`src/rtl/etw_pkg.sv`:
```
// ----------------------------------------------------------------------------
// etw_pkg
// Shared types and codes for the event threshold window table.
// ----------------------------------------------------------------------------
package etw_pkg;

   localparam int ENTRIES_DEF = 16;

   localparam logic [1:0] OP_PROGRAM = 2'd0;
   localparam logic [1:0] OP_EVENT   = 2'd1;
   localparam logic [1:0] OP_TICK    = 2'd2;

   localparam logic [1:0] CAUSE_COUNT_EVENT   = 2'd0;
   localparam logic [1:0] CAUSE_COUNT_TICK    = 2'd1;
   localparam logic [1:0] CAUSE_TIME          = 2'd2;
   localparam logic [1:0] CAUSE_UNTHRESHOLDED = 2'd3;

   // command broadcast from the sequencer to every cell
   typedef struct packed {
      logic        prog;
      logic        evt;
      logic [3:0]  entry;
      logic [15:0] count_add;
      logic [31:0] now_time;
      logic [31:0] count_limit;
      logic [31:0] time_limit;
      logic        enabled;
   } cmd_type;

   // status reported by each cell
   typedef struct packed {
      logic       hit;
      logic [1:0] cause;
      logic       ev_hit;
   } cell_stat_type;

endpackage

```
`src/rtl/etw_cell.sv`:
```
// ----------------------------------------------------------------------------
// etw_cell
// One rule entry: thresholds, window state and the scan token stage.
// ----------------------------------------------------------------------------
module etw_cell #(
   parameter int CELL_ID = 0
) (
   input  logic                  clock,
   input  logic                  reset,
   input  etw_pkg::cmd_type      cmd,
   input  logic                  advance,
   input  logic                  tok_in,
   output logic                  tok_out,
   output etw_pkg::cell_stat_type stat
);
   import etw_pkg::*;

   logic        open_ff,  open_in;
   logic        en_ff,    en_in;
   logic [31:0] count_ff, count_in;
   logic [31:0] start_ff, start_in;
   logic [31:0] climit_ff, climit_in;
   logic [31:0] tlimit_ff, tlimit_in;
   logic        tok_ff,   tok_in_nx;
   logic        evhit_ff, evhit_in;

   logic        sel;
   logic [31:0] base;
   logic [32:0] sum;
   logic [31:0] sat;
   logic        ev_met;
   logic [31:0] elapsed;
   logic        time_due;
   logic        count_due;
   logic        hit;
   logic [1:0]  cause;

   assign sel = (32'(cmd.entry) == CELL_ID);

   // event read-modify-write
   always_comb begin
      base   = open_ff ? count_ff : 32'd0;
      sum    = {1'b0, base} + {17'd0, cmd.count_add};
      sat    = sum[32] ? 32'hFFFF_FFFF : sum[31:0];
      ev_met = (climit_ff != 32'd0) && (sat >= climit_ff);
   end

   // tick evaluation while the token sits here
   always_comb begin
      elapsed   = cmd.now_time - start_ff;
      time_due  = (tlimit_ff != 32'd0) && (elapsed >= tlimit_ff);
      count_due = (climit_ff != 32'd0) && (count_ff >= climit_ff);
      hit       = 1'b0;
      cause     = CAUSE_UNTHRESHOLDED;
      if (tok_ff && open_ff) begin
         if (!en_ff) begin
            hit   = 1'b1;
            cause = CAUSE_UNTHRESHOLDED;
         end else if (time_due) begin
            hit   = 1'b1;
            cause = CAUSE_TIME;
         end else if (count_due) begin
            hit   = 1'b1;
            cause = CAUSE_COUNT_TICK;
         end
      end
   end

   always_comb begin
      open_in   = open_ff;
      en_in     = en_ff;
      count_in  = count_ff;
      start_in  = start_ff;
      climit_in = climit_ff;
      tlimit_in = tlimit_ff;
      evhit_in  = evhit_ff;
      tok_in_nx = advance ? tok_in : tok_ff;
      if (cmd.prog && sel) begin
         climit_in = cmd.count_limit;
         tlimit_in = cmd.time_limit;
         en_in     = cmd.enabled;
      end
      if (cmd.evt) begin
         evhit_in = sel && ev_met;
         if (sel) begin
            count_in = sat;
            open_in  = !ev_met;
            if (!open_ff) begin
               start_in = cmd.now_time;
            end
         end
      end
      // close the window once its result moves on
      if (hit && advance) begin
         open_in = 1'b0;
      end
   end

   always_ff @(posedge clock) begin
      if (reset) begin
         open_ff   <= 1'b0;
         en_ff     <= 1'b0;
         count_ff  <= 32'd0;
         start_ff  <= 32'd0;
         climit_ff <= 32'd0;
         tlimit_ff <= 32'd0;
         tok_ff    <= 1'b0;
         evhit_ff  <= 1'b0;
      end else begin
         open_ff   <= open_in;
         en_ff     <= en_in;
         count_ff  <= count_in;
         start_ff  <= start_in;
         climit_ff <= climit_in;
         tlimit_ff <= tlimit_in;
         tok_ff    <= tok_in_nx;
         evhit_ff  <= evhit_in;
      end
   end

   assign tok_out     = tok_ff;
   assign stat.hit    = hit;
   assign stat.cause  = cause;
   assign stat.ev_hit = evhit_ff;

endmodule

```
`config.mk`:
```
export PLATFORM = sky130hd
export DESIGN_NAME = etw_cell
export DESIGN_NICKNAME = d
export VERILOG_FILES = /design/src/rtl/etw_pkg.sv /design/src/rtl/etw_cell.sv
export SDC_FILE = /design/constraint.sdc
export NUM_CORES = 1
export LEC_CHECK = 0
export ABC_AREA = 1
export BUFFER_PORTS_ARGS = -buffer_cell sky130_fd_sc_hd__buf_2
export CAP_MARGIN = 30
export CORE_ASPECT_RATIO = 0.9
export CORE_MARGIN = 4
export CORE_UTILIZATION = 35
export DETAILED_ROUTE_END_ITERATION = 12
export HOLD_SLACK_MARGIN = 0.1
export SLEW_MARGIN = 25
export SYNTH_ARGS = -nofsm -noshare
export SYNTH_HDL_FRONTEND = slang
export SYNTH_SLANG_ARGS = --single-unit
```
`constraint.sdc`:
```
create_clock -name clock -period 4.6 [get_ports clock]
set_input_delay 0.46 -clock clock [delete_from_list [all_inputs] [get_ports clock]]
set_output_delay 0.46 -clock clock [all_outputs]
set_load 0.05 [all_outputs]
```
# Yosys cells after proc, flatten, opt, wreduce, memory -nomap -nowiden
# Index checks and enable logic that the tools add are counted.
totals:
  reg_bits: 132
  inputBits: 123
classes:
  add_sub_neg: 2
  n_reduce_logical: 14
  magnitude_cmp: 3
  n_bitwise: 1
  mux: 10
op_table:
  columns: ["op", "count"]
  rows:
  - ["$ge A32 B32 Y1", 3]
  - ["$mux W32", 2]
  - ["$reduce_bool A32 Y1", 2]
  - ["$add A32 B16 Y33", 1]
  - ["$sub A32 B32 Y32", 1]
  - ["$mux W2", 4]
  - ["$logic_and A1 B1 Y1", 7]
  - ["$logic_not A4 Y1", 1]
  - ["$mux W1", 4]
  - ["$reduce_and A3 Y1", 1]
  - ["$reduce_and A2 Y1", 1]
  - ["$reduce_or A2 Y1", 1]
  - ["$logic_not A1 Y1", 1]
  - ["$not A1 Y1", 1]

# Longest topological paths before layout
logic_depth:
  depth_word: 8
  ltp_mapped: 32

# Worst setup path before layout
# No wires, ideal clock.
synth_path:
  path_kind: "input to output"
  from: "input port cmd[65] in the netlist's numbering"
  to: "output port stat[2] in the netlist's numbering"
  arrival_time_ns: 3.406
  cell_stages: 24
  required_time_ns: 4.140
  slack_ns: 0.734
  n_path_buf: 0
  path_cell_list: "inv_1 -> ha_1 -> inv_1 -> fa_1 -> nand3_1 -> nand2_1 -> nand3_1 -> nand2_1 -> nand2_1 -> o211ai_1 -> nand2_1 -> nand2_1 -> nand2_1 -> nand2_1 -> xor2_1 -> ha_1 -> nand2_1 -> nor2_1 -> nor3b_1 -> nand2_1 -> nor2_1 -> nand2_1 -> a21oi_1 -> nand4_1"
synth_rtl:
  columns: ["item", "line", "rtl"]
  rows:
  - ["from (decl)", "etw_cell.sv:10", "input etw_pkg::cmd_type cmd,"]
  - ["to (decl)", "etw_cell.sv:14", "output etw_pkg::cell_stat_type stat"]

==> impl_metrics.ini <==
[layout]
final_cell_mix = nand2_1 (277), inv_1 (232), a21oi_1 (189)
area.growth.synth_to_final_pct = 16.37
drive_gt1_share_pct = 13.22
final_area_um2 = 12390
fin_cells = 2106
nets = 1957
layout_commonest_cell = nand2_1

[die]
die_h_um = 173.5
die_area_um2 = 33270
start_util_pct = 35.54
pin_count = 128
die_w_um = 191.8
core_um2 = 29950
rows = 60

[sta]
hold_viol_final = 0
post-route-period-util_pct = 94.65
finalSetupViolCount = 0
max_slew_margin_pct = 43.64
min_period_ns = 4.354
tns_ns = 0
skew_ns = 0.007894
drv_slew = 0
tightest_slew_ns = 0.8441
max_freq_mhz = 229.7
rsz0062_at_grt = true
worst_slack_ns = 0.2462

[clock_tree]
clock_latency_ns = 0.43
numCtsBuffers = 17
cts.sinks = 132
cts_hold_repair.buffers = 0
cts_tree = built
clockRootBuffer = clkbuf_16
clk_pin_slew_ns = 0.06
cts_buffer_depth = 2
htree_num_levels = 4

[logic_synthesis]
synth.net_count = 1844
seq_area_frac_synth_pct = 24.82
yosys.area.top_type = dfxtp_1
synth_top_family_by_area = simple AND/OR/NAND/NOR gates
synth_fa_ha_area_share_pct = 17.18
synth_top_area_share_pct = 24.82
syn_inst = 1576
synth_compound_area_share_pct = 20.93
synth-simple-area-share_pct = 23.64
synth_edf_count = 0
syn_area_um2 = 10650
synth_area_leaders = dfxtp_1 (25%), ha_1 (17%), nand2_1 (9.8%), a21oi_1 (9.0%), inv_1 (8.2%)
synth-xor-area-share_pct = 2.880
synthFlopType = dfxtp_1
synthArstFlopShare_pct = 0
avgSynthCellArea_um2 = 6.755
synthMuxAreaShare_pct = 0
synth.ff_latch_count = 132
synth_cell_types = 47
synth_warnings = 0

[global_route]
grt_pass1_vias = 9684
gr-usage-all-layers_pct = 18.47
grt_pass1_wl_mm = 49.59
grt_overflow = 0
antenna_found_initial = 1
grt_max_degree = 81

[worst_setup_path]
crit_path_end_kind = output pin
crit_required_ns = 4.14
critPathKind = flip-flop to output pin
cp-start-kind = flip-flop
worstPathMaxFanout = 4
crit_arrival_ns = 3.89

[place]
dpl_cell_area_um2 = 11700
dp_cells = 2071
pre_cts_ws_ns = 0.2552
dp_hpwl_mm = 25.12
portBuffers = 127
gp_congestion = 0.9399

[routing]
postRouteAntennaNets = 0
dr.pass1.iters = 7
wl_per_cell_um = 14.90
via_per_inst = 5.030
wl_met2_mm = 13.30
route.met3.wl_mm = 1.891
via_count = 10590
routed.top_layer = met5
drc = 0
drt_iter0_markers = 775
routed_wl_mm = 31.37
m1WireLength_mm = 15.63

[pwr]
p_leak_uw = 0.005990
peakVddDrop_uv = 257.8
power.density_nw_per_um2 = 271.5

[run_status]
status = completed

[worst_hold_path]
hold_path_class = input port to flip-flop

[job]
maxCapViolCount = 0
worst paths after layout:
| kind | startpoint | to | slack [ns] | cells after the start |
|---|---|---|---|---|
| min | advance | tok_out | 0.24 | 2 |
| min reg2reg | start_ff[28] | start_ff[28] | 0.46 | 2 |
| max | start_ff[0] | stat[3] | 0.25 | 24 |
| max reg2reg | open_ff | open_ff | 0.38 | 28 |
cell usage after synthesis (8+ instances only):
cell type and number:
a21o_1 12, nand2_1 279, a21oi_1 191, o21ai_0 159
nand3_2 15, nor3_1 12, o21bai_1 19, nand4_1 40
xor2_1 24, dfxtp_1 132, nor4_1 8, xnor2_1 11
clkbuf_1 41, ha_1 143, nand3_1 55, nor2_1 116
inv_1 233
kinds of logic (layout without fill, tap and decap cells):
| kind of cell | after synthesis | after routing |
|---|---|---|
| adders and majority gates | 145 | 145 |
| AOI/OAI and AO/OA | 415 | 415 |
| buffers and inverters | 289 | 415 |
| other | 0 | 1 |
| xor gates and xnor gates | 35 | 35 |
| and+or+nand+nor | 560 | 560 |
| DFF | 132 | 132 |
per-stage QoR:
step	utilization [%]	total power [µW]	hold WS, ns
floorplan	-	1646	0.4331
finish	41.36	3363	0.2368
global placement	38.96	1849	0.4453
global route	41.35	3544	0.2323
detailed placement	39.05	1863	0.4511
CTS	41.20	3388	0.2111
critical path, cell delays in order (launching register included):
cell and delay (ns):
dfxtp_1 0.33, ha_1 0.16, inv_1 0.07, fa_1 0.40, nand3_1 0.10, nand2_1 0.09, nand3_1 0.08, nand2_1 0.08
nand2_1 0.08, o211ai_1 0.15, nand2_1 0.12, nand2_2 0.09, nand2_1 0.09, nand2_1 0.06, xor2_1 0.16, ha_1 0.27
nand2_1 0.06, nor2_1 0.14, nand2_1 0.10, nor4_2 0.17, nand2_1 0.10, nand2_2 0.15, a21oi_2 0.08, a21oi_1 0.13
buf_4 0.21
final cells by class:
type / instances / area [µm²]
inverter: 241 / 904.6
fill: 3153 / 17570
clock buffer: 21 / 470.5
antenna: 1 / 2.502
multi-input combinational: 1155 / 6918
sequential: 132 / 2643
tap: 403 / 504.2
clock inverter: 11 / 172.7
timing repair buffer: 142 / 773.2
state kept, by name, summed over array words and instances, names as in the netlist:
signal,count
climit_ff,32
count_ff,32
start_ff,32
tlimit_ff,32
en_ff,1
evhit_ff,1
open_ff,1
tok_out,1
power breakdown:
| group | internal, µW | switching, µW | total, µW |
|---|---|---|---|
| registers | 1170 | 12.0 | 1180 |
| logic | 260 | 410 | 670 |
| clock network | 954 | 558 | 1510 |
per-layer routing:
layer	GRT usage, %	vias up
met2	27.53	289
met4	4.608	2
li1	-	5488
met5	0	-
met3	3.685	37
met1	27.21	4777
timing repair:
item                       in CTS  in global routing
gates resized for setup         0                 11
buffers inserted                0                  2
setup endpoints to repair       0                  3
No activity file was read; power rests on OpenSTA's default activity.
