`src/rtl/etw_pkg.sv`:
```
// ----------------------------------------------------------------------------
// etw_pkg
// Shared types and codes for the event threshold window table.
// ----------------------------------------------------------------------------
package etw_pkg;

   localparam int ENTRIES_DEF = 16;

   localparam logic [1:0] OP_PROGRAM = 2'd0;
   localparam logic [1:0] OP_EVENT   = 2'd1;
   localparam logic [1:0] OP_TICK    = 2'd2;

   localparam logic [1:0] CAUSE_COUNT_EVENT   = 2'd0;
   localparam logic [1:0] CAUSE_COUNT_TICK    = 2'd1;
   localparam logic [1:0] CAUSE_TIME          = 2'd2;
   localparam logic [1:0] CAUSE_UNTHRESHOLDED = 2'd3;

   // command broadcast from the sequencer to every cell
   typedef struct packed {
      logic        prog;
      logic        evt;
      logic [3:0]  entry;
      logic [15:0] count_add;
      logic [31:0] now_time;
      logic [31:0] count_limit;
      logic [31:0] time_limit;
      logic        enabled;
   } cmd_type;

   // status reported by each cell
   typedef struct packed {
      logic       hit;
      logic [1:0] cause;
      logic       ev_hit;
   } cell_stat_type;

endpackage

```
`src/rtl/etw_ctrl.sv`:
```
// ----------------------------------------------------------------------------
// etw_ctrl
// Request sequencer, result ordering and response register.
// ----------------------------------------------------------------------------
module etw_ctrl #(
   parameter int ENTRIES = etw_pkg::ENTRIES_DEF
) (
   input  logic                   clock,
   input  logic                   reset,
   input  logic                   req_valid,
   output logic                   req_stall,
   input  logic [1:0]             req_opcode,
   input  logic [3:0]             req_entry,
   input  logic [15:0]            req_count_add,
   input  logic [31:0]            req_now_time,
   input  logic [31:0]            req_set_count_limit,
   input  logic [31:0]            req_set_time_limit,
   input  logic                   req_set_enabled,
   output logic                   rsp_valid,
   input  logic                   rsp_stall,
   output logic [3:0]             rsp_fired_entry,
   output logic [1:0]             rsp_cause,
   output logic                   rsp_last,
   output etw_pkg::cmd_type       cmd,
   output logic                   advance,
   output logic                   inject,
   input  logic                   tok_last,
   input  etw_pkg::cell_stat_type stat [ENTRIES]
);
   import etw_pkg::*;

   typedef enum logic [4:0] {
      ST_IDLE  = 5'b00001,
      ST_EXEC  = 5'b00010,
      ST_EVRES = 5'b00100,
      ST_SCAN  = 5'b01000,
      ST_FLUSH = 5'b10000
   } state_type;

   state_type   state_ff, state_in;

   logic [1:0]  op_ff;
   logic [3:0]  entry_ff;
   logic [15:0] add_ff;
   logic [31:0] now_ff;
   logic [31:0] climit_ff;
   logic [31:0] tlimit_ff;
   logic        en_ff;

   logic        held_v_ff, held_v_in;
   logic [3:0]  held_e_ff, held_e_in;
   logic [1:0]  held_c_ff, held_c_in;

   logic        out_v_ff, out_v_in;
   logic [3:0]  out_e_ff, out_e_in;
   logic [1:0]  out_c_ff, out_c_in;
   logic        out_l_ff, out_l_in;

   logic        accept;
   logic        out_free;
   logic        hit_any;
   logic [3:0]  hit_idx;
   logic [1:0]  hit_cause;
   logic        ev_any;

   assign accept   = req_valid && !req_stall;
   assign req_stall = (state_ff != ST_IDLE);
   assign out_free = !out_v_ff || !rsp_stall;

   // only one cell holds the token, so the flags are one-hot
   always_comb begin
      hit_any   = 1'b0;
      hit_idx   = 4'd0;
      hit_cause = 2'd0;
      ev_any    = 1'b0;
      for (int i = 0; i < ENTRIES; i++) begin
         ev_any = ev_any | stat[i].ev_hit;
         if (stat[i].hit) begin
            hit_any   = 1'b1;
            hit_idx   = hit_idx | 4'(i);
            hit_cause = hit_cause | stat[i].cause;
         end
      end
   end

   assign advance = (state_ff != ST_SCAN) || !(hit_any && held_v_ff && !out_free);
   assign inject  = (state_ff == ST_EXEC) && (op_ff == OP_TICK);

   always_comb begin
      cmd.prog        = (state_ff == ST_EXEC) && (op_ff == OP_PROGRAM);
      cmd.evt         = (state_ff == ST_EXEC) && (op_ff == OP_EVENT);
      cmd.entry       = entry_ff;
      cmd.count_add   = add_ff;
      cmd.now_time    = now_ff;
      cmd.count_limit = climit_ff;
      cmd.time_limit  = tlimit_ff;
      cmd.enabled     = en_ff;
   end

   always_comb begin
      state_in  = state_ff;
      held_v_in = held_v_ff;
      held_e_in = held_e_ff;
      held_c_in = held_c_ff;
      out_v_in  = out_v_ff && rsp_stall;
      out_e_in  = out_e_ff;
      out_c_in  = out_c_ff;
      out_l_in  = out_l_ff;
      case (state_ff)
         ST_IDLE: begin
            if (accept) begin
               state_in = ST_EXEC;
            end
         end
         ST_EXEC: begin
            case (op_ff)
               OP_EVENT: state_in = ST_EVRES;
               OP_TICK:  state_in = ST_SCAN;
               default:  state_in = ST_IDLE;
            endcase
         end
         ST_EVRES: begin
            if (!ev_any) begin
               state_in = ST_IDLE;
            end else if (out_free) begin
               out_v_in = 1'b1;
               out_e_in = entry_ff;
               out_c_in = CAUSE_COUNT_EVENT;
               out_l_in = 1'b1;
               state_in = ST_IDLE;
            end
         end
         ST_SCAN: begin
            if (advance) begin
               if (hit_any) begin
                  // release the previous hit, keep the new one back
                  if (held_v_ff) begin
                     out_v_in = 1'b1;
                     out_e_in = held_e_ff;
                     out_c_in = held_c_ff;
                     out_l_in = 1'b0;
                  end
                  held_v_in = 1'b1;
                  held_e_in = hit_idx;
                  held_c_in = hit_cause;
               end
               if (tok_last) begin
                  state_in = ST_FLUSH;
               end
            end
         end
         ST_FLUSH: begin
            if (!held_v_ff) begin
               state_in = ST_IDLE;
            end else if (out_free) begin
               out_v_in  = 1'b1;
               out_e_in  = held_e_ff;
               out_c_in  = held_c_ff;
               out_l_in  = 1'b1;
               held_v_in = 1'b0;
               state_in  = ST_IDLE;
            end
         end
         default: begin
            state_in = ST_IDLE;
         end
      endcase
   end

   always_ff @(posedge clock) begin
      if (reset) begin
         state_ff  <= ST_IDLE;
         held_v_ff <= 1'b0;
         out_v_ff  <= 1'b0;
      end else begin
         state_ff  <= state_in;
         held_v_ff <= held_v_in;
         out_v_ff  <= out_v_in;
      end
   end

   always_ff @(posedge clock) begin
      held_e_ff <= held_e_in;
      held_c_ff <= held_c_in;
      out_e_ff  <= out_e_in;
      out_c_ff  <= out_c_in;
      out_l_ff  <= out_l_in;
      if (accept) begin
         op_ff     <= req_opcode;
         entry_ff  <= req_entry;
         add_ff    <= req_count_add;
         now_ff    <= req_now_time;
         climit_ff <= req_set_count_limit;
         tlimit_ff <= req_set_time_limit;
         en_ff     <= req_set_enabled;
      end
   end

   assign rsp_valid       = out_v_ff;
   assign rsp_fired_entry = out_e_ff;
   assign rsp_cause       = out_c_ff;
   assign rsp_last        = out_l_ff;

endmodule

```
`config.mk`:
```
export PLATFORM = sky130hd
export DESIGN_NAME = etw_ctrl
export DESIGN_NICKNAME = d
export VERILOG_FILES = /design/src/rtl/etw_pkg.sv /design/src/rtl/etw_ctrl.sv
export SDC_FILE = /design/constraint.sdc
export NUM_CORES = 1
export LEC_CHECK = 0
export ABC_CLOCK_PERIOD_IN_PS = 8700
export BUFFER_PORTS_ARGS = -buffer_cell sky130_fd_sc_hd__buf_4
export CORE_AREA = 2 2 124 126
export CTS_CLUSTER_DIAMETER = 100
export DETAILED_ROUTE_END_ITERATION = 6
export DIE_AREA = 0 0 126 128
export MAX_ROUTING_LAYER = met4
export PLACE_DENSITY_LB_ADDON = 0.15
export SYNTH_ARGS = -nofsm -noshare
export SYNTH_HDL_FRONTEND = slang
export SYNTH_SLANG_ARGS = --single-unit
```
`constraint.sdc`:
```
create_clock -name clock -period 8.7 [get_ports clock]
set_input_delay 0 -clock clock [delete_from_list [all_inputs] [get_ports clock]]
set_output_delay 0 -clock clock [all_outputs]
set_load 0.005 [all_outputs]
```
## Word level (Yosys, flattened, before mapping)

Cells that the tools add are included.

| word-level totals | value |
|---|---|
| register bits after elaboration | 139 |
| latch bits | 0 |
| RAM bits | 0 |
| memory bits (read-only) | 0 |
| input port bits | 188 |
| output and inout bits | 130 |
| logic and storage cells | 177 |
| memories | 0 |

| cells by class | value |
|---|---|
| $add $sub $neg | 0 |
| multipliers | 0 |
| div/mod/pow operators | 0 |
| magnitude comparators | 0 |
| equality and inequality tests | 18 |
| shift operators | 0 |
| muxes and demuxes | 86 |
| bitwise gates (word level) | 30 |
| reductions and logical operators | 25 |

Operator list:

| kind | count |
|---|---|
| $mux 2 | 27 |
| $mux 1 | 35 |
| $mux 5 | 6 |
| $or 2x2->2 | 15 |
| $mux 4 | 7 |
| $pmux 5 s5 | 1 |
| $ne 2x2->1 const B | 9 |
| $or 1x1->1 | 15 |
| $mux 3 | 4 |
| $pmux 4 s3 | 1 |
| $reduce_and 3->1 | 3 |
| $pmux 4 s2 | 1 |
| $reduce_and 8->1 | 1 |
| $reduce_or 8->1 | 1 |
| $logic_and 1x1->1 | 7 |
| $pmux 1 s3 | 2 |
| $pmux 2 s3 | 1 |
| $reduce_and 6->1 | 1 |
| $eq 5x1->1 const B | 1 |
| $eq 5x2->1 const B | 1 |
| $eq 5x3->1 const B | 1 |
| $eq 5x4->1 const B | 1 |
| $eq 5x5->1 const B | 1 |
| $logic_not 1->1 | 5 |
| 11 further kinds | 12 |

## Depth between registers and ports, before layout

Gate-level depths: netlist of the first run.

| logic depth | value |
|---|---|
| word-level depth | 31 |
| mapped depth | 5 |
| mapped depth without buffers | 4 |

## Least setup slack after synthesis of the first run

No wires, ideal clock.

| timing path | value |
|---|---|
| path type | reg-to-reg |
| from | register state_ff[2] |
| to | register add_ff[0] (enable) |
| setup time | 599 ps |
| data arrival time | 5923 ps |
| data required time | 8101 ps |
| slack | 2178 ps |
| cell stages (with the launch flop) | 5 |
| path buffers | 1 |
| period minus slack after synthesis | 6522 ps |
| cell sequence | dfxtp_1 > clkbuf_1 > nor3_1 > nand3_1 > nor2_1 |

| between the ends | value |
|---|---|
| cells in the longest elaborated chain, start to end | 3 |

RTL lines:

| element | line | source |
|---|---|---|
| start: declaration | etw_ctrl.sv:40 | `state_type state_ff, state_in;` |
| start signal: assignment | etw_ctrl.sv:176 | `state_ff <= state_in;` |
| $ne 5x1->1 | etw_ctrl.sv:67 | `assign req_stall = (state_ff != ST_IDLE);` |
| via req_stall | etw_ctrl.sv:11 | `output logic req_stall,` |
| $logic_not 1->1 | etw_ctrl.sv:66 | `assign accept = req_valid && !req_stall;` |
| $logic_and 1x1->1 | etw_ctrl.sv:66 |  |
| via accept | etw_ctrl.sv:59 | `logic accept;` |
| end signal: assignment | etw_ctrl.sv:191 | `add_ff <= req_count_add;` |
| end: declaration | etw_ctrl.sv:44 | `logic [15:0] add_ff;` |

The timed path passes the listed nets, and every way through them passes these cells.
A chain may end at the register's enable or synchronous reset.

## Worst setup path after layout of the first run

| timing path | value |
|---|---|
| from | register state_ff[2] |
| to | register climit_ff[27] (enable) |

| between the ends | value |
|---|---|
| cells in the longest elaborated chain, start to end | 3 |

RTL lines:

| element | line | source |
|---|---|---|
| $ne 5x1->1 | etw_ctrl.sv:67 |  |
| $logic_not 1->1 | etw_ctrl.sv:66 |  |
| $logic_and 1x1->1 | etw_ctrl.sv:66 |  |
| via accept | etw_ctrl.sv:59 |  |
| end signal: assignment | etw_ctrl.sv:193 | `climit_ff <= req_set_count_limit;` |
| end: declaration | etw_ctrl.sv:46 | `logic [31:0] climit_ff;` |

The timed path passes the listed nets, and every way through them passes these cells.

==> results of run 1 <==
cell type report:
class	instances	area, sq um	share of cell area
inverter	4	15.0	0.00159
clock inverter	14	143	0.0151
sequential	139	4100	0.433
timing repair buffer	458	3790	0.400
multi-input combinational	103	757	0.0799
clock buffer	18	429	0.0453
tap	188	235	0.0248
cell usage in the layout, fill, tap and decap left out, types with 2 or more instances in the layout:
master         instances
a221oi_1               8
a22o_1                 8
and2_1                 6
and3_1                 3
buf_4                318
bufinv_16              2
clkbuf_16             17
clkinv_2               4
clkinvlp_4             2
dfxtp_1                7
dlygate4sd3_1        140
edfxtp_1             132
ha_1                   4
inv_1                  4
inv_6                  4
mux2_2                 4
nand2_1                7
nand3_1                3
nand3b_1               3
nand4_1                3
nor2_1                 9
nor3_1                 6
nor4_1                 8
nor4b_1                2
or4_1                  2
xor2_1                 2
sequential cells by signal, indices dropped and copies added (netlist names):
signal,flops
state_ff,5
rsp_fired_entry,4
now_ff,32
rsp_valid,1
held_v_ff,1
climit_ff,32
held_c_ff,2
rsp_last,1
en_ff,1
rsp_cause,2
held_e_ff,4
add_ff,16
entry_ff,4
tlimit_ff,32
op_ff,2
cells in the mapped netlist (2+ instances only):
cell      instances
nor4b_1           2
a221oi_1          8
dfxtp_1           7
nor3_1            6
a22o_1            8
nand4_1           3
ha_1              4
and3_1            3
edfxtp_1        132
and2_1            6
inv_1             4
nand2_1           7
mux2_2            4
nor4_1            8
nand3b_1          3
nor2_1           10
or4_1             2
nand3_1           3
xor2_1            2
timing repair:
| action | CTS | global route |
|---|---|---|
| endpoints found under the hold margin | 132 | 0 |
| hold buffers | 140 | 0 |
| setup buffers | 0 | 0 |
metal layers:
| metal | vias up | global-route usage | share of wire |
|---|---|---|---|
| met4 | 0 | 0.0931 | 0.035 |
| met5 | - | - | 0 |
| met1 | 1989 | 0.189 | 0.33 |
| li1 | 1977 | - | - |
| met3 | 37 | 0.0593 | 0.085 |
| met2 | 242 | 0.354 | 0.55 |
report_power, final:
part | internal (mW) | switching (mW)
Sequential | 0.885 | 0.0395
Combinational | 0.230 | 0.176
Clock | 0.422 | 0.271
Total | 1.54 | 0.487
through the flow:
step	cell area, sq um	cells	power [mW]
final	9470	924	2.02
after global routing	9470	924	2.11
after CTS	9470	924	2.05
after detailed placement	7500	752	1.30
after global placement	7500	752	1.29
after floorplan	4900	250	1.06
critical path, delay by kind of cell, from the launching register on:
family,cells,cell delay (ns)
buf+inv,1,0.93
flops,1,0.38
simple gates,3,1.33
how the worst min path moves through the flow:
| stage | startpoint | endpoint | slack (ns) |
|---|---|---|---|
| 6_report | stat[59] | held_v_ff$_SDFFE_PP0P_ | 0.05 |
| 5_1_grt | stat[59] | held_v_ff$_SDFFE_PP0P_ | 0.08 |
| 4_1_cts | stat[59] | state_ff[4]$_SDFFE_PP0P_ | 0.03 |
| 3_5_place_dp | req_set_time_limit[5] | tlimit_ff[5]$_DFFE_PP_ | 0.18 |
| 3_3_place_gp | req_now_time[24] | now_ff[24]$_DFFE_PP_ | 0.18 |
| 2_1_floorplan | reset | state_ff[2]$_SDFFE_PP0P_ | 0.07 |
cell families (layout without fill, tap and decap cells):
family / Yosys count / after routing / share of synthesized area
flip-flops: 139 / 139 / 0.838
XOR/XNOR: 3 / 3 / 0.00537
buffers and inverters: 8 / 494 / 0.00869
adder cells (fa/ha/maj): 4 / 4 / 0.0102
AND/OR/NAND/NOR: 60 / 60 / 0.0721
multiplexers: 4 / 4 / 0.00920
AO/OA/AOI/OAI: 32 / 32 / 0.0562
==> reports/results.ini, run 1 <==
[synth]
netlist_area_sq_mm=0.00490
synth_nets=442
yosys_warnings=0
async_flop_share=0
yosys.cell_types.count=47
yosys-top-cells-area=edfxtp_1 (81%), dfxtp_1 (2.9%), a221oi_1 (1.4%)
synth-edff-count=132
ys_ff_latch=139
ys_seq_area_frac=0.838
synth_top_area_share=0.810
syn_avg_cell_area_sq_um=19.6
synthCells=250
synth_ff_type=edfxtp_1
yosysTopAreaCell=edfxtp_1

[timing]
rsz0062_at_grt=false
fin_crit_ns=3.12
slew_violations=0
setup_slack_ns=5.58
setup_viol_count_final=0
relSlewSlack=0.253
hold_slack_ns=0.0499
timing_hold_violations_final=0
skew_ns=0.00835
setup-tns-final_ns=0
finalCritPeriodShare=0.359
fmax_mhz=320
tightest_slew_ns=1.11

[drt]
vias_per_cell=4.59
wl_per_cell_um=16.7
drt-total-wl_mm=15.5
drt_iter0_drc=167
via_count=4245
drtPass1Iterations=4
drtAntennaViolNets=0
drc=0

[cells_and_area]
post-route-util=0.637
diodes=0
nets=915
drive_gt1_frac=0.488
area_growth_pct=93.5
fillCellCount=1096

[global_routing]
grt_first_pass_wirelength_mm=22.9
grt_max_degree=92
grt_pass1_vias=4435
grt.overflow.total=0
grt_use_total=0.195
antenna_found_initial=0

[clock_tree]
root_buffer=clkbuf_16
clk_latency_ns=0.41
cts_tree=yes
cts-htree-levels=4
ctsResizeCount=0
cts_buffer_depth=2
cts.sinks=139
path_clk_slew_ns=0.06
cts_buffers=17

[critical_path]
rrSetupSlack_ns=5.58
reg2reg_from=state_ff[2]$_SDFFE_PP0P_
worstSetupPathType=flip-flop to flip-flop
worstSetupEndpointType=flip-flop
r2r_cells=4
crit_required_ns=8.72
path_cells=nor3_1, nand3_1, nor2_4, buf_4
cpMaxStageDelayCell=buf_4
max_stage_delay_ns=0.93
r2r-end=climit_ff[27]$_DFFE_PP_
cp_max_fo=91
crit_end=climit_ff[27]$_DFFE_PP_
crit_start=state_ff[2]$_SDFFE_PP0P_
cp.arrival_ns=3.14
start_kind=flip-flop

[flow_run]
drv_cap=0

[die]
die_h_um=128
dieArea_sq_mm=0.0161
coreArea_sq_mm=0.0149
ios=318
floorplan.initialDensity=0.329
rows=45
die_width_um=126

[power]
power.leakage_nw=3.93
irDropWorstVdd_mv=0.133
p_per_area_mw_per_mm2=214

[hold_path]
holdPathStages=4
hold_path.class=input pin to flip-flop

[place]
place.gp.congestion=0.897
dp_slack_ns=5.54
io_buffers=317
hpwl_mm=10.9

[run_status]
status=completed

Note: power is estimated with default switching activity, not from simulation.
==> run 2, diff against run 1 <==
--- a/config.mk
+++ b/config.mk
@@ -5,7 +5,7 @@
 export SDC_FILE = /design/constraint.sdc
 export NUM_CORES = 1
 export LEC_CHECK = 0
-export ABC_CLOCK_PERIOD_IN_PS = 8700
+export ABC_CLOCK_PERIOD_IN_PS = 2800
 export BUFFER_PORTS_ARGS = -buffer_cell sky130_fd_sc_hd__buf_4
 export CORE_AREA = 2 2 124 126
 export CTS_CLUSTER_DIAMETER = 100
==> constraint.sdc (replaced) <==
create_clock -name clock -period 2.8 [get_ports clock]
set_input_delay 0 -clock clock [delete_from_list [all_inputs] [get_ports clock]]
set_output_delay 0 -clock clock [all_outputs]
set_load 0.005 [all_outputs]
==> reports/results.ini, run 2 (synthesized netlist as in run 1, its figures left out) <==
[critical_path]
path_cells=nor3_1, and3b_1, a22oi_1, nor4_1
max_stage_delay_ns=0.96  ; +0.03 ns
crit_required_ns=2.82  ; -5.90 ns
worstSetupEndpointType=flip-flop
r2r-end=rsp_fired_entry[0]$_DFFE_PP_
r2r_cells=4  ; unchanged
cp_max_fo=7  ; -92%
rrSetupSlack_ns=0.31  ; -5.27 ns
cpMaxStageDelayCell=nor4_1
start_kind=flip-flop
reg2reg_from=state_ff[3]$_SDFFE_PP0P_
worstSetupPathType=flip-flop to flip-flop
cp.arrival_ns=2.52  ; -0.62 ns

[die]
rows=45  ; unchanged
die_width_um=126  ; unchanged
floorplan.initialDensity=0.329  ; unchanged
dieArea_sq_mm=0.0161  ; unchanged
die_h_um=128  ; unchanged
ios=318  ; unchanged
coreArea_sq_mm=0.0149  ; unchanged

[drt]
drtAntennaViolNets=0  ; unchanged
via_count=4259  ; +0.33%
drtPass1Iterations=4  ; unchanged
drt-total-wl_mm=15.6  ; +0.90%
wl_per_cell_um=16.8  ; +0.36%
vias_per_cell=4.58  ; -0.21%
drt_iter0_drc=196  ; +17%
drc=0  ; unchanged

[timing]
skew_ns=0.0122  ; +0.00384 ns
setup_viol_count_final=0  ; unchanged
slew_violations=0  ; unchanged
fmax_mhz=401  ; +25%
relSlewSlack=0.236  ; -0.0167
finalCritPeriodShare=0.890  ; +0.531
timing_hold_violations_final=0  ; unchanged
tightest_slew_ns=1.14  ; +0.0248 ns
rsz0062_at_grt=false
hold_slack_ns=0.0437  ; -0.00620 ns
setup-tns-final_ns=0  ; unchanged
fin_crit_ns=2.49  ; -0.629 ns

[cells_and_area]
final_cell_mix=buf_4 (322), dlygate4sd3_1 (139), edfxtp_1 (132)
final_common_cell=buf_4
drive_gt1_frac=0.492  ; +0.00412
fillCellCount=1111  ; +1.4%
reg_top3=climit_ff x32, now_ff x32, tlimit_ff x32
area_growth_pct=95.2
nets=920  ; +0.55%

[power]
power.leakage_nw=3.97  ; +0.99%
fin_total_pwr_mw=6.38  ; +220%
p_per_area_mw_per_mm2=668  ; +210%
irDropWorstVdd_mv=0.401  ; +200%

[clock_tree]
path_clk_slew_ns=0.06  ; about the same
cts_setup_buffers=0  ; unchanged
cts.sinks=139  ; unchanged
cts_buffers=17  ; unchanged
cts_buffer_depth=2  ; unchanged
root_buffer=clkbuf_16
clk_latency_ns=0.42  ; about the same
cts-htree-levels=4  ; unchanged
cts_tree=yes

[hold_path]
hold_start=stat[11]
holdPathStages=4  ; unchanged
hold_path.class=input pin to flip-flop
min_to=held_e_ff[0]$_SDFFCE_PP1P_

[global_routing]
grt.overflow.total=0  ; unchanged
grt_pass1_vias=4319  ; -2.6%
grt_first_pass_wirelength_mm=22.8  ; -0.69%
grt_max_degree=54  ; -41%
antenna_found_initial=0  ; unchanged
grt_use_total=0.193  ; -0.00171

[place]
place.gp.congestion=0.803  ; -10%
io_buffers=317  ; unchanged
hpwl_mm=11.2  ; +2.5%

[run_status]
status=completed

[flow_run]
drv_cap=0  ; unchanged

run 2: cell types whose count changed in the layout (fill, tap and decap cells not counted), sizes merged:
cell,before,now
inv,8,5
bufinv,2,3
buf,318,324
clkbuf,18,19
dlygate4sd3,140,139
diode,0,1
clkinvlp,2,3
clkinv,6,5
run 2: through the flow:
stage	std cells	worst slack [ns]	area, sq um	utilization
5_1_grt	928	0.0838	9560	0.643
4_1_cts	928	0.246	9560	0.643
6_report	929	0.308	9560	0.643
2_1_floorplan	250	-0.200	4930	-
3_3_place_gp	758	0.358	7580	0.510
3_5_place_dp	758	0.262	7580	0.510
run 2: what timing repair did:
item                                    4_1_cts  5_1_grt
resized for setup                             0        0
hold endpoints to repair                    132        0
endpoints found under the setup margin        0        0
hold buffers                                139        0
run 2: how the worst max path moves through the flow:
stage / from / to / cells after the start
after floorplan: state_ff[4]$_SDFFE_PP0P_ / add_ff[0]$_DFFE_PP_ / 4
after global placement: state_ff[3]$_SDFFE_PP0P_ / rsp_fired_entry[2]$_DFFE_PP_ / 4
after detailed placement: state_ff[3]$_SDFFE_PP0P_ / rsp_fired_entry[2]$_DFFE_PP_ / 4
after CTS: state_ff[3]$_SDFFE_PP0P_ / rsp_cause[1]$_SDFFCE_PP0P_ / 4
after global routing: state_ff[3]$_SDFFE_PP0P_ / rsp_fired_entry[0]$_DFFE_PP_ / 4
final: state_ff[3]$_SDFFE_PP0P_ / rsp_fired_entry[0]$_DFFE_PP_ / 4
run 2: routing by layer:
layer  global-route usage  vias up  wire (um)
met5                    -        -          0
met1                0.194     1989       5510
met3               0.0534       42       1150
li1                     -     1982          -
met4               0.0983        0        478
met2                0.344      246       8470
run 2: area by class of cell:
type                    count  area, sq um  area share
diodes                      1         2.50    0.000262
clock buffers              19          433      0.0453
clock inverters            12          148      0.0154
inverters                   4         15.0     0.00157
multi-input cells         103          773      0.0809
flip-flops and latches    139         4100       0.429
well taps                 188          235      0.0246
repair buffers            463         3850       0.403
run 2: power by group:
group	leakage, nW	switching (mW)	internal [mW]
sequential	1.28	0.123	2.74
clock	0.274	0.819	1.39
combinational	2.41	0.556	0.761
total	3.97	1.50	4.89
run 2: critical path: cells and delay by family, from the launching register on:
kind | cells | cell delay, ns
compound gates | 1 | 0.10
simple gates | 3 | 1.61
flops | 1 | 0.39
